==> config.mk <==
export PLATFORM = sky130hd
export DESIGN_NAME = xt_keyboard_ppi_port
export DESIGN_NICKNAME = d
export VERILOG_FILES = /design/src/sv/xkp_pkg.sv /design/src/sv/xkp_fifo.sv /design/src/sv/xt_keyboard_ppi_port.sv
export SDC_FILE = /design/constraint.sdc
export NUM_CORES = 1
export LEC_CHECK = 0
export BUFFER_PORTS_ARGS = -buffer_cell sky130_fd_sc_hd__buf_2
export CAP_MARGIN = 15
export CELL_PAD_IN_SITES_DETAIL_PLACEMENT = 2
export CELL_PAD_IN_SITES_GLOBAL_PLACEMENT = 2
export CORE_ASPECT_RATIO = 0.8
export CORE_UTILIZATION = 30
export DETAILED_ROUTE_END_ITERATION = 8
export PLACE_DENSITY_LB_ADDON = 0.1
export SKIP_LAST_GASP = 1
export SLEW_MARGIN = 5
export SYNTH_ARGS = -nofsm -noshare
export SYNTH_HDL_FRONTEND = slang
export SYNTH_SLANG_ARGS = --single-unit
==> constraint.sdc <==
create_clock -name clk -period 3.5 [get_ports clk]
set_clock_uncertainty 0.1 [all_clocks]
set_input_delay 0.7 -clock clk [delete_from_list [all_inputs] [get_ports clk]]
set_output_delay 0.7 -clock clk [all_outputs]
set_load 0.01 [all_outputs]
==> src/sv/xkp_pkg.sv <==
package xkp_pkg;

  localparam int FIFO_DEPTH = 16;
  localparam int FIFO_AW    = $clog2(FIFO_DEPTH);

  localparam int CFG_AW = 3;
  localparam int CFG_DW = 32;

  typedef enum logic [1:0] {
    OP_MAKE  = 2'd0,
    OP_BREAK = 2'd1,
    OP_READ  = 2'd2,
    OP_WRITE = 2'd3
  } op_t;

  // port offsets from 0x60
  localparam logic [1:0] PORT_DATA   = 2'd0;
  localparam logic [1:0] PORT_B      = 2'd1;
  localparam logic [1:0] PORT_SWITCH = 2'd2;

  // configuration register indexes
  localparam logic REG_DIP_LOW  = 1'b0;
  localparam logic REG_DIP_HIGH = 1'b1;

  localparam logic [7:0] BREAK_BIT   = 8'h80;
  localparam logic [7:0] UNUSED_PORT = 8'hFF;
  localparam int         PB_IRQ_CLR  = 7;
  localparam int         PB_DIP_SEL  = 2;
  localparam int         PB_GATE     = 0;
  localparam int         PB_SPK_EN   = 1;

  typedef struct packed {
    logic       push;
    logic       pop;
    logic [7:0] push_data;
  } fifo_ctl_t;

  typedef struct packed {
    logic empty;
    logic full;
  } fifo_sts_t;

endpackage

==> src/sv/xkp_fifo.sv <==
module xkp_fifo (
  input  logic              clk,
  input  logic              rst_n,
  input  xkp_pkg::fifo_ctl_t ctl,
  output xkp_pkg::fifo_sts_t sts,
  output logic [7:0]        head_data
);

  logic [7:0]                 scan_fifo_r [xkp_pkg::FIFO_DEPTH];
  logic [xkp_pkg::FIFO_AW-1:0] head_r, head_nxt;
  logic [xkp_pkg::FIFO_AW-1:0] tail_r, tail_nxt;
  logic [xkp_pkg::FIFO_AW-1:0] tail_inc, head_inc;

  localparam logic [xkp_pkg::FIFO_AW-1:0] LAST =
    xkp_pkg::FIFO_AW'(xkp_pkg::FIFO_DEPTH - 1);

  always_comb begin
    tail_inc = (tail_r == LAST) ? '0 : tail_r + 1'b1;
    head_inc = (head_r == LAST) ? '0 : head_r + 1'b1;
  end

  // ring keeps one slot free: full when the tail would run into the head
  assign sts.empty = (head_r == tail_r);
  assign sts.full  = (tail_inc == head_r);
  assign head_data = scan_fifo_r[head_r];

  always_comb begin
    head_nxt = head_r;
    tail_nxt = tail_r;
    if (ctl.push && !sts.full) begin
      tail_nxt = tail_inc;
    end
    if (ctl.pop && !sts.empty) begin
      head_nxt = head_inc;
    end
  end

  always_ff @(posedge clk) begin
    if (!rst_n) begin
      head_r <= '0;
      tail_r <= '0;
    end else begin
      head_r <= head_nxt;
      tail_r <= tail_nxt;
    end
  end

  always_ff @(posedge clk) begin
    if (ctl.push && !sts.full) begin
      scan_fifo_r[tail_r] <= ctl.push_data;
    end
  end

endmodule

==> src/sv/xt_keyboard_ppi_port.sv <==
// An accepted word passes from the input register to the result register.
// Throughput: one word per cycle unless out_ready stalls; the keyboard state
// (latch, port B, IRQ, ring pointers) updates when the result register loads.
// Reset (rst_n, synchronous, active low): pipeline empty, latch, port B, IRQ,
// DIP registers and ring pointers cleared; ring storage is not cleared.
module xt_keyboard_ppi_port (
  input  logic                       clk,
  input  logic                       rst_n,
  input  logic                       in_valid,
  output logic                       in_ready,
  input  logic [1:0]                 in_opcode,
  input  logic [6:0]                 in_scancode,
  input  logic [1:0]                 in_port_offset,
  input  logic [7:0]                 in_write_data,
  input  logic                       in_pit_ch2_out,
  output logic                       out_valid,
  input  logic                       out_ready,
  output logic [7:0]                 out_read_data,
  output logic                       out_irq_line,
  output logic                       out_speaker_gate,
  output logic                       out_speaker_enable,
  input  logic                       cfg_psel,
  input  logic                       cfg_penable,
  input  logic                       cfg_pwrite,
  input  logic [xkp_pkg::CFG_AW-1:0] cfg_paddr,
  input  logic [xkp_pkg::CFG_DW-1:0] cfg_pwdata,
  output logic [xkp_pkg::CFG_DW-1:0] cfg_prdata,
  output logic                       cfg_pready
);

  // configuration
  logic [3:0] dip_low_r, dip_high_r;
  logic       cfg_wr;
  logic       cfg_idx;

  assign cfg_pready = 1'b1;
  assign cfg_idx    = cfg_paddr[2];
  assign cfg_wr     = cfg_psel && cfg_penable && cfg_pwrite && cfg_pready;

  always_ff @(posedge clk) begin
    if (!rst_n) begin
      dip_low_r  <= '0;
      dip_high_r <= '0;
    end else if (cfg_wr) begin
      if (cfg_idx == xkp_pkg::REG_DIP_LOW) begin
        dip_low_r <= cfg_pwdata[3:0];
      end else begin
        dip_high_r <= cfg_pwdata[3:0];
      end
    end
  end

  always_comb begin
    cfg_prdata = '0;
    if (cfg_idx == xkp_pkg::REG_DIP_LOW) begin
      cfg_prdata[3:0] = dip_low_r;
    end else begin
      cfg_prdata[3:0] = dip_high_r;
    end
  end

  // input register
  logic       s1_valid_r;
  logic [1:0] s1_opcode_r;
  logic [6:0] s1_scancode_r;
  logic [1:0] s1_offset_r;
  logic [7:0] s1_wdata_r;
  logic       s1_pit_r;
  logic       s1_go;

  assign s1_go    = s1_valid_r && (out_ready || !out_valid);
  assign in_ready = !s1_valid_r || s1_go;

  always_ff @(posedge clk) begin
    if (!rst_n) begin
      s1_valid_r <= 1'b0;
    end else if (in_ready) begin
      s1_valid_r <= in_valid;
    end
  end

  always_ff @(posedge clk) begin
    if (in_valid && in_ready) begin
      s1_opcode_r   <= in_opcode;
      s1_scancode_r <= in_scancode;
      s1_offset_r   <= in_port_offset;
      s1_wdata_r    <= in_write_data;
      s1_pit_r      <= in_pit_ch2_out;
    end
  end

  // keyboard / PPI state
  logic [7:0]         latch_r, latch_nxt;
  logic [7:0]         port_b_r, port_b_nxt;
  logic               irq_r, irq_nxt;
  logic [7:0]         rd;
  logic [7:0]         key_code;
  logic [3:0]         dip_sel;
  xkp_pkg::op_t       op;
  xkp_pkg::fifo_ctl_t fifo_ctl;
  xkp_pkg::fifo_sts_t fifo_sts;
  logic [7:0]         fifo_head_data;

  xkp_fifo u_fifo (
    .clk       (clk),
    .rst_n     (rst_n),
    .ctl       (fifo_ctl),
    .sts       (fifo_sts),
    .head_data (fifo_head_data)
  );

  always_comb begin
    op        = xkp_pkg::op_t'(s1_opcode_r);
    key_code  = {1'b0, s1_scancode_r};
    if (op == xkp_pkg::OP_BREAK) begin
      key_code = key_code | xkp_pkg::BREAK_BIT;
    end
    dip_sel   = port_b_r[xkp_pkg::PB_DIP_SEL] ? dip_high_r : dip_low_r;
    latch_nxt = latch_r;
    port_b_nxt = port_b_r;
    irq_nxt   = irq_r;
    rd        = '0;
    fifo_ctl  = '{push: 1'b0, pop: 1'b0, push_data: key_code};

    case (op)
      xkp_pkg::OP_MAKE, xkp_pkg::OP_BREAK: begin
        if (!irq_r) begin
          latch_nxt = key_code;
          irq_nxt   = 1'b1;
        end else begin
          fifo_ctl.push = s1_go && !fifo_sts.full;
        end
      end
      xkp_pkg::OP_READ: begin
        case (s1_offset_r)
          xkp_pkg::PORT_DATA:   rd = latch_r;
          xkp_pkg::PORT_B:      rd = port_b_r;
          xkp_pkg::PORT_SWITCH: rd = {2'b00, s1_pit_r, 1'b0, dip_sel};
          default:              rd = xkp_pkg::UNUSED_PORT;
        endcase
      end
      xkp_pkg::OP_WRITE: begin
        if (s1_offset_r == xkp_pkg::PORT_B) begin
          port_b_nxt = s1_wdata_r;
          if (s1_wdata_r[xkp_pkg::PB_IRQ_CLR] && !port_b_r[xkp_pkg::PB_IRQ_CLR]) begin
            irq_nxt = 1'b0;
          end
          // bit 7 falling acknowledges: next queued code goes to the latch
          if (!s1_wdata_r[xkp_pkg::PB_IRQ_CLR] && port_b_r[xkp_pkg::PB_IRQ_CLR] &&
              !fifo_sts.empty) begin
            latch_nxt    = fifo_head_data;
            irq_nxt      = 1'b1;
            fifo_ctl.pop = s1_go;
          end
        end
      end
      default: ;
    endcase
  end

  always_ff @(posedge clk) begin
    if (!rst_n) begin
      latch_r  <= '0;
      port_b_r <= '0;
      irq_r    <= 1'b0;
    end else if (s1_go) begin
      latch_r  <= latch_nxt;
      port_b_r <= port_b_nxt;
      irq_r    <= irq_nxt;
    end
  end

  // result register
  logic       out_valid_r;
  logic [7:0] out_rd_r;
  logic       out_irq_r, out_gate_r, out_spk_r;

  always_ff @(posedge clk) begin
    if (!rst_n) begin
      out_valid_r <= 1'b0;
    end else if (s1_go) begin
      out_valid_r <= 1'b1;
    end else if (out_ready) begin
      out_valid_r <= 1'b0;
    end
  end

  always_ff @(posedge clk) begin
    if (s1_go) begin
      out_rd_r   <= rd;
      out_irq_r  <= irq_nxt;
      out_gate_r <= port_b_nxt[xkp_pkg::PB_GATE];
      out_spk_r  <= port_b_nxt[xkp_pkg::PB_SPK_EN];
    end
  end

  assign out_valid          = out_valid_r;
  assign out_read_data      = out_rd_r;
  assign out_irq_line       = out_irq_r;
  assign out_speaker_gate   = out_gate_r;
  assign out_speaker_enable = out_spk_r;

  a_push_pop_excl: assert property (@(posedge clk) disable iff (!rst_n)
    !(fifo_ctl.push && fifo_ctl.pop))
    else $error("ring push and pop in the same cycle");

  a_push_only_pending: assert property (@(posedge clk) disable iff (!rst_n)
    fifo_ctl.push |-> irq_r && !fifo_sts.full)
    else $error("key queued while latch free or ring full");

  a_key_to_latch: assert property (@(posedge clk) disable iff (!rst_n)
    s1_go && !irq_r && (op == xkp_pkg::OP_MAKE || op == xkp_pkg::OP_BREAK)
    |=> irq_r && latch_r == $past(key_code))
    else $error("key with no IRQ pending did not reach the latch");

  a_ack_clears_irq: assert property (@(posedge clk) disable iff (!rst_n)
    s1_go && op == xkp_pkg::OP_WRITE && s1_offset_r == xkp_pkg::PORT_B &&
    s1_wdata_r[xkp_pkg::PB_IRQ_CLR] && !port_b_r[xkp_pkg::PB_IRQ_CLR]
    |=> !irq_r)
    else $error("port B bit 7 rising did not clear IRQ");

  a_result_matches_state: assert property (@(posedge clk) disable iff (!rst_n)
    $past(s1_go) |-> out_irq_r == irq_r && out_gate_r == port_b_r[xkp_pkg::PB_GATE])
    else $error("result word disagrees with updated state");

endmodule

### After elaboration in Yosys (flattened, before gate mapping)

Memory sizes are Yosys's and may differ from the RTL's. A register that Yosys moved wholly into a read port is not among the register bits.
Cells that the tools add are included.

* output and inout port bits: 46
* RAM bits: 128
* register bits: 66
* memories: 1
* logic and storage cells: 89
* input port bits: 62

Memories
* u_fifo.scan_fifo_r: words 16, bits a word 8, rd ports 1, clocked after memory_dff 1, wr ports 1, line xkp_fifo.sv:9 `logic [7:0] scan_fifo_r [xkp_pkg::FIFO_DEPTH];`

* reduce and logical (&&, ||, !) cells: 27
* equal/unequal tests: 12
* add/sub/neg operators: 2
* bitwise operators: 1
* multiplexer cells: 27

Operator list (count)
* two-way mux 8 bit: 4
* two-way mux 4 bit: 6
* case mux 8 bit (3 select lines): 1
* case mux 8 bit (2 select lines): 1
* two-way mux 1 bit: 12
* logical AND 1 bit: 10
* adder 4 x 1 -> 4 bit (second input constant): 2
* equality test 4 bit: 2
* equality test 4 bit (second input constant): 2
* equality test 2 bit (second input constant): 3
* logical NOT 1 bit: 6
* != test 2 bit (second input constant): 3
* AND reduction 5 bit: 1
* equality test 2 x 1 -> 1 bit (second input constant): 2
* logical NOT 2 bit: 2
* two-way mux 2 bit: 2
* AND reduction 2 bit: 2
* nonzero test 2 bit: 2
* AND reduction 3 bit: 1
* logical OR 1 bit: 2
* case mux 1 bit (2 select lines): 1
* OR reduction 2 bit: 1
* inverter 1 bit: 1

### Depth between registers and ports, before layout

* depth after elaboration: 10
* gate-level depth with buffers: 9
* mapped depth without buffers: 6

### Cells and area by module

From an unflattened synthesis, not the netlist that was laid out.

* cell total of the unflattened synthesis: 485
* area, all modules: 8181.6 um^2

Modules (own cells, without submodules)
* xkp_fifo: instances 1, area an instance 5595.4 um^2, cells each 267, seq. area each 4083.9 um^2
* xt_keyboard_ppi_port: instances 1, area an instance 2586.2 um^2, cells each 218, seq. area each 1471.4 um^2

### Worst setup path before layout

No wires, ideal clock.

* path kind: register -> register
* from: reg u_fifo.tail_r[0] in the netlist's numbering
* to: mem u_fifo.scan_fifo_r[3][0] (enable)
* buffers on the path: 1
* data arrival time: 2.478 ns
* period minus slack after synthesis: 2.975 ns
* path slack: 0.525 ns
* library setup time: 0.398 ns
* data required time: 3.002 ns
* cell stages (with the launch flop): 8
* path through: dfxtp_1 -> clkbuf_2 -> inv_1 -> ha_1 -> xnor2_1 -> and4bb_2 -> a21oi_2 -> nor4b_1

* longest elaborated chain between the ends: 10
* elaborated cells between the ends (all ways): 11
* those cells by class: add/sub (1); eq/ne (2); mux (5); reduce/logical (3)

Ends and longest elaborated chain
* start, declared: line xkp_fifo.sv:11 `logic [xkp_pkg::FIFO_AW-1:0] tail_r, tail_nxt;`
* start signal, assigned: line xkp_fifo.sv:44 `tail_r <= tail_nxt;`
* adder 4 x 1 -> 4 bit / equality test 4 bit (equally long branches): line xkp_fifo.sv:18 `tail_inc = (tail_r == LAST) ? '0 : tail_r + 1'b1;`
* two-way mux 4 bit *: line xkp_fifo.sv:18
* named net u_fifo.tail_inc, one bit: line xkp_fifo.sv:12 `logic [xkp_pkg::FIFO_AW-1:0] tail_inc, head_inc;`
* equality test 4 bit *: line xkp_fifo.sv:24 `assign sts.full = (tail_inc == head_r);`
* logical NOT 1 bit *: line xkp_fifo.sv:49, xt_keyboard_ppi_port.sv:131
* logical AND 1 bit: line xt_keyboard_ppi_port.sv:131 `fifo_ctl.push = s1_go && !fifo_sts.full;`
* two-way mux 1 bit: line xt_keyboard_ppi_port.sv:127 `if (!irq_r) begin`
* two-way mux 1 bit: line xt_keyboard_ppi_port.sv:125 `case (op)`
* logical AND 1 bit *: line xkp_fifo.sv:49 `if (ctl.push && !sts.full) begin`
* two-way mux 1 bit *: line xkp_fifo.sv:49
* two-way mux 1 bit (implied by the code) *: line xkp_fifo.sv:50 `scan_fifo_r[tail_r] <= ctl.push_data;`
* end, declared: line xkp_fifo.sv:9

The timed path passes the listed nets; every way through them passes the cells marked *.

### Final worst setup path

* from: reg u_fifo.tail_r[1] in the netlist's numbering
* to: mem u_fifo.scan_fifo_r[10][5] (enable)

* longest elaborated chain between the ends: 10
* elaborated cells between the ends (all ways): 11
* those cells by class: add/sub (1); eq/ne (2); mux (5); reduce/logical (3)

Ends and longest elaborated chain (line)
* adder 4 x 1 -> 4 bit / equality test 4 bit (equally long branches): xkp_fifo.sv:18
* two-way mux 4 bit: xkp_fifo.sv:18
* equality test 4 bit: xkp_fifo.sv:24
* logical NOT 1 bit: xkp_fifo.sv:49, xt_keyboard_ppi_port.sv:131
* logical AND 1 bit: xt_keyboard_ppi_port.sv:131
* two-way mux 1 bit: xt_keyboard_ppi_port.sv:127
* two-way mux 1 bit: xt_keyboard_ppi_port.sv:125
* logical AND 1 bit: xkp_fifo.sv:49
* two-way mux 1 bit: xkp_fifo.sv:49
* two-way mux 1 bit (implied by the code): xkp_fifo.sv:50

Parallel ways exist; a longest one is shown, timed or not.

==> impl_metrics.ini <==
[finish]
syn_to_final_growth_pct = 12.3
antenna-diode-count = 0
final_net_count = 663
drive_above_1_share_pct = 20.4
register_area_sq_um = 5560
multi_input_comb_area_sq_um = 2600
fill_cells = 2788

[timing]
setup_viol_count_final = 0
fin_crit_ns = 2.96
tightestPinTransition_ns = 1.00
rsz0062_at_grt = false
slew_violations = 0
layout_worst_path_cycle_share_pct = 84.7
final_hold_viol_count = 0
timing.max_slew.rel_slack_pct = 33.1
clock.fmax_mhz = 337
setup_ws_ns = 0.536
aggregate_negative_setup_slack_ns = 0

[min_path]
worstHoldPathCells = 1
hold-path-endpoint = op[1]$_DFFE_PP_
hold_start = in_opcode[1]
hp-class = input pin to register

[drt]
dr_wl_met3_microns = 699
avgViaCountPerCell = 4.80
detailroute.via_count = 4661
route.final.wire_length_microns = 21000
detail_route.wirelength.met1_microns = 10100
first_pass_iters = 6
length_of_routed_met2_wiring_microns = 10000
routed_wire_length_per_instance_microns = 21.6
detail-route-antenna-nets = 0
drt_drc_violations_left = 0
detail_route.iter0.violations = 251
topRoutingLayerUsed = met4

[synth]
netlist_top_cells_count = edfxtp_1, mux2i_1, dfxtp_1
dominant_combinational_cell_family_by_area_after_synthesis = multiplexers
synth_xor_xnor_area_share_pct = 0.909
synth_warn = 0
syn-instance-count = 545
synth_async_sr_flop_share_pct = 0
synth-adder-area-share_pct = 0.880
synth.most_common_cell = edfxtp_1
dominantRegCellSynth = edfxtp_1
synth.top_cell.area_share_pct = 55.9
yosys_register_bits = 198
synthesis.area_sq_um = 8540
synth-edff-count = 159
post_synth_and_or_nand_nor_area_fraction_pct = 8.11
synth_top_area_cell = edfxtp_1
seq_area_frac_synth_pct = 65.1
synth-compound-area-share_pct = 5.47
synth.mux.area_fraction_pct = 13.7
post_synth_cell_types = 67
synth_area_leaders = edfxtp_1, dfxtp_1, mux4_1
synthesis.area_per_instance_sq_um = 15.7

[cts]
htreeDepth = 4
clkLatencyLatePin_ns = 0.44
postCtsSetupBuffers = 0
cts.clk_slew.worst_paths_ns = 0.08
cts_inserted_buffers = 17
clkSinkCount = 198
cts_tree = done
clock_path_buffers = 2
post_cts_resized = 0
holdBufCountCts = 0
clk_root_buffer_cell = clkbuf_16

[floorplan]
core.rowCount = 54
boundaryPins = 108
floorplan.die_area_sq_um = 29100
initial_core_util_pct = 30.9
chipHeight_microns = 153
floorplan.die.width_microns = 191
core_region_area_sq_um = 27600

[critical_path]
crit_path_end_kind = register
worst_r2r_startpoint = u_fifo.tail_r[1]$_SDFFE_PN0P_
critical_path_peak_fanout = 18
setup_crit_path_kind = register to register
crit_path_start = u_fifo.tail_r[1]$_SDFFE_PN0P_
critical_path_arrival_ns = 2.94
reg2reg_depth = 7
internal_reg_to_reg_setup_slack_ns = 0.54
timing.critical_path.required_ns = 3.48
timing.rr.end = u_fifo.scan_fifo_r[10][5]$_DFFE_PP_
start_kind = register

[pwr]
power.total_mw = 4.76
vdd_ir_drop_max_v = 0.000332
cellInternalPower_mw = 3.70
netSwitchingFraction_pct = 22.3
power.sequential.fraction_pct = 55.1
p_leak_nw = 3.23
power_density_nw_per_um2 = 497
power_switching_mw = 1.06
clk_pwr_share_pct = 42.0
power_frac_comb_pct = 2.9

[placed_design]
dp_hpwl_microns = 14600
place_worst_setup_slack_ns = 0.569
place.gp.congestion = 0.700
count_of_input_and_output_buffers = 48

[run]
drv.max_cap_violation_count = 0

[grt]
global_route_overflow = 0
number_of_antenna_violations_at_the_first_check_in_global_routing = 0
grt_first_pass_wirelength_microns = 32400
maximum_number_of_pins_on_one_net_before_global_route_repair = 43
gr-usage-all-layers_pct = 15.4
via_count_of_the_first_global_routing_pass = 5118

[status]
run_status = finished, final reports clean
-- flip-flops by register name, summed over array words and instances (netlist names), 2 cells and up, named ones only --
register and count:
u_fifo.scan_fifo_r 128, latch_r 8, out_read_data 8, port_b_r 8, s1_wdata_r 8, s1_scancode_r 7, dip_high_r 4, dip_low_r 4
u_fifo.head_r 4, u_fifo.tail_r 4, op 2, s1_offset_r 2
-- power by group through the flow --
stage	logic (mW)	registers [mW]	clock network, mW
2_1_floorplan	0.110	2.65	0
3_3_place_gp	0.136	2.67	0
3_5_place_dp	0.140	2.68	0
4_1_cts	0.140	2.62	2.07
5_1_grt	0.156	2.63	2.15
6_report	0.139	2.62	2.00
-- worst max-delay path, cell delays in order (launching register included) --
cell and delay [ns]:
dfxtp_1 0.56, ha_1 0.39, inv_1 0.15, a311oi_2 0.30, xor2_2 0.16, a21oi_2 0.16
buf_4 0.24, and3_1 0.55
-- how the worst max path moves through the flow --
| stage | to | slack [ns] | cells after the start |
|---|---|---|---|
| 2_1_floorplan | u_fifo.scan_fifo_r[3][0]$_DFFE_PP_ | 0.52 | 7 |
| 3_3_place_gp | u_fifo.scan_fifo_r[3][5]$_DFFE_PP_ | 0.62 | 8 |
| 3_5_place_dp | u_fifo.scan_fifo_r[11][1]$_DFFE_PP_ | 0.57 | 7 |
| 4_1_cts | u_fifo.scan_fifo_r[11][3]$_DFFE_PP_ | 0.56 | 7 |
| 5_1_grt | u_fifo.scan_fifo_r[8][4]$_DFFE_PP_ | 0.40 | 7 |
| 6_report | u_fifo.scan_fifo_r[10][5]$_DFFE_PP_ | 0.54 | 7 |
-- cells in the final DEF, fill, tap and decap left out, drive strengths merged, types with 5 or more instances in the layout --
cell,count
a211oi,6
a21oi,20
a31oi,9
and3,9
and4,6
buf,62
clkbuf,17
conb,29
dfxtp,39
edfxtp,159
ha,6
inv,12
mux2,16
mux2i,40
mux4,23
nand2,25
nand3,7
nor2,15
nor2b,29
o21ai,5
o22ai,10
xnor2,6
-- per-layer routing --
layer | vias to the layer above | track usage (%)
met5 | - | 0
met4 | 0 | 4.53
met3 | 16 | 2.89
met2 | 74 | 24.6
met1 | 2421 | 21.3
li1 | 2150 | -
-- kinds of logic (layout without fill, tap and decap cells) --
kind of cell               Yosys count  count (layout)
AOI/OAI and AO/OA                   69              69
xor gates and xnor gates             8               8
adders and majority gates            6               6
buffers and inverters               64             100
DFF                                198             198
muxes                               79              79
other                                2              29
and+or+nand+nor                    119             119
-- final cells by class --
class	instances	area share (%)
tap	364	4.75
clock buffer	17	4.44
sequential	198	58.0
clock inverter	15	1.76
inverter	6	0.235
timing repair buffer	62	3.73
multi-input combinational	310	27.1
-- metrics by stage --
stage               hold slack [ns]  cells  area (sq um)  utilization (%)
floorplan                     0.377    572          8640                -
global placement              0.398    939          8980             32.5
detailed placement            0.411    939          8980             32.5
CTS                           0.300    971          9580             34.7
global route                  0.304    972          9590             34.7
finish                        0.328    972          9590             34.7
(Power assumes the default switching activity.)
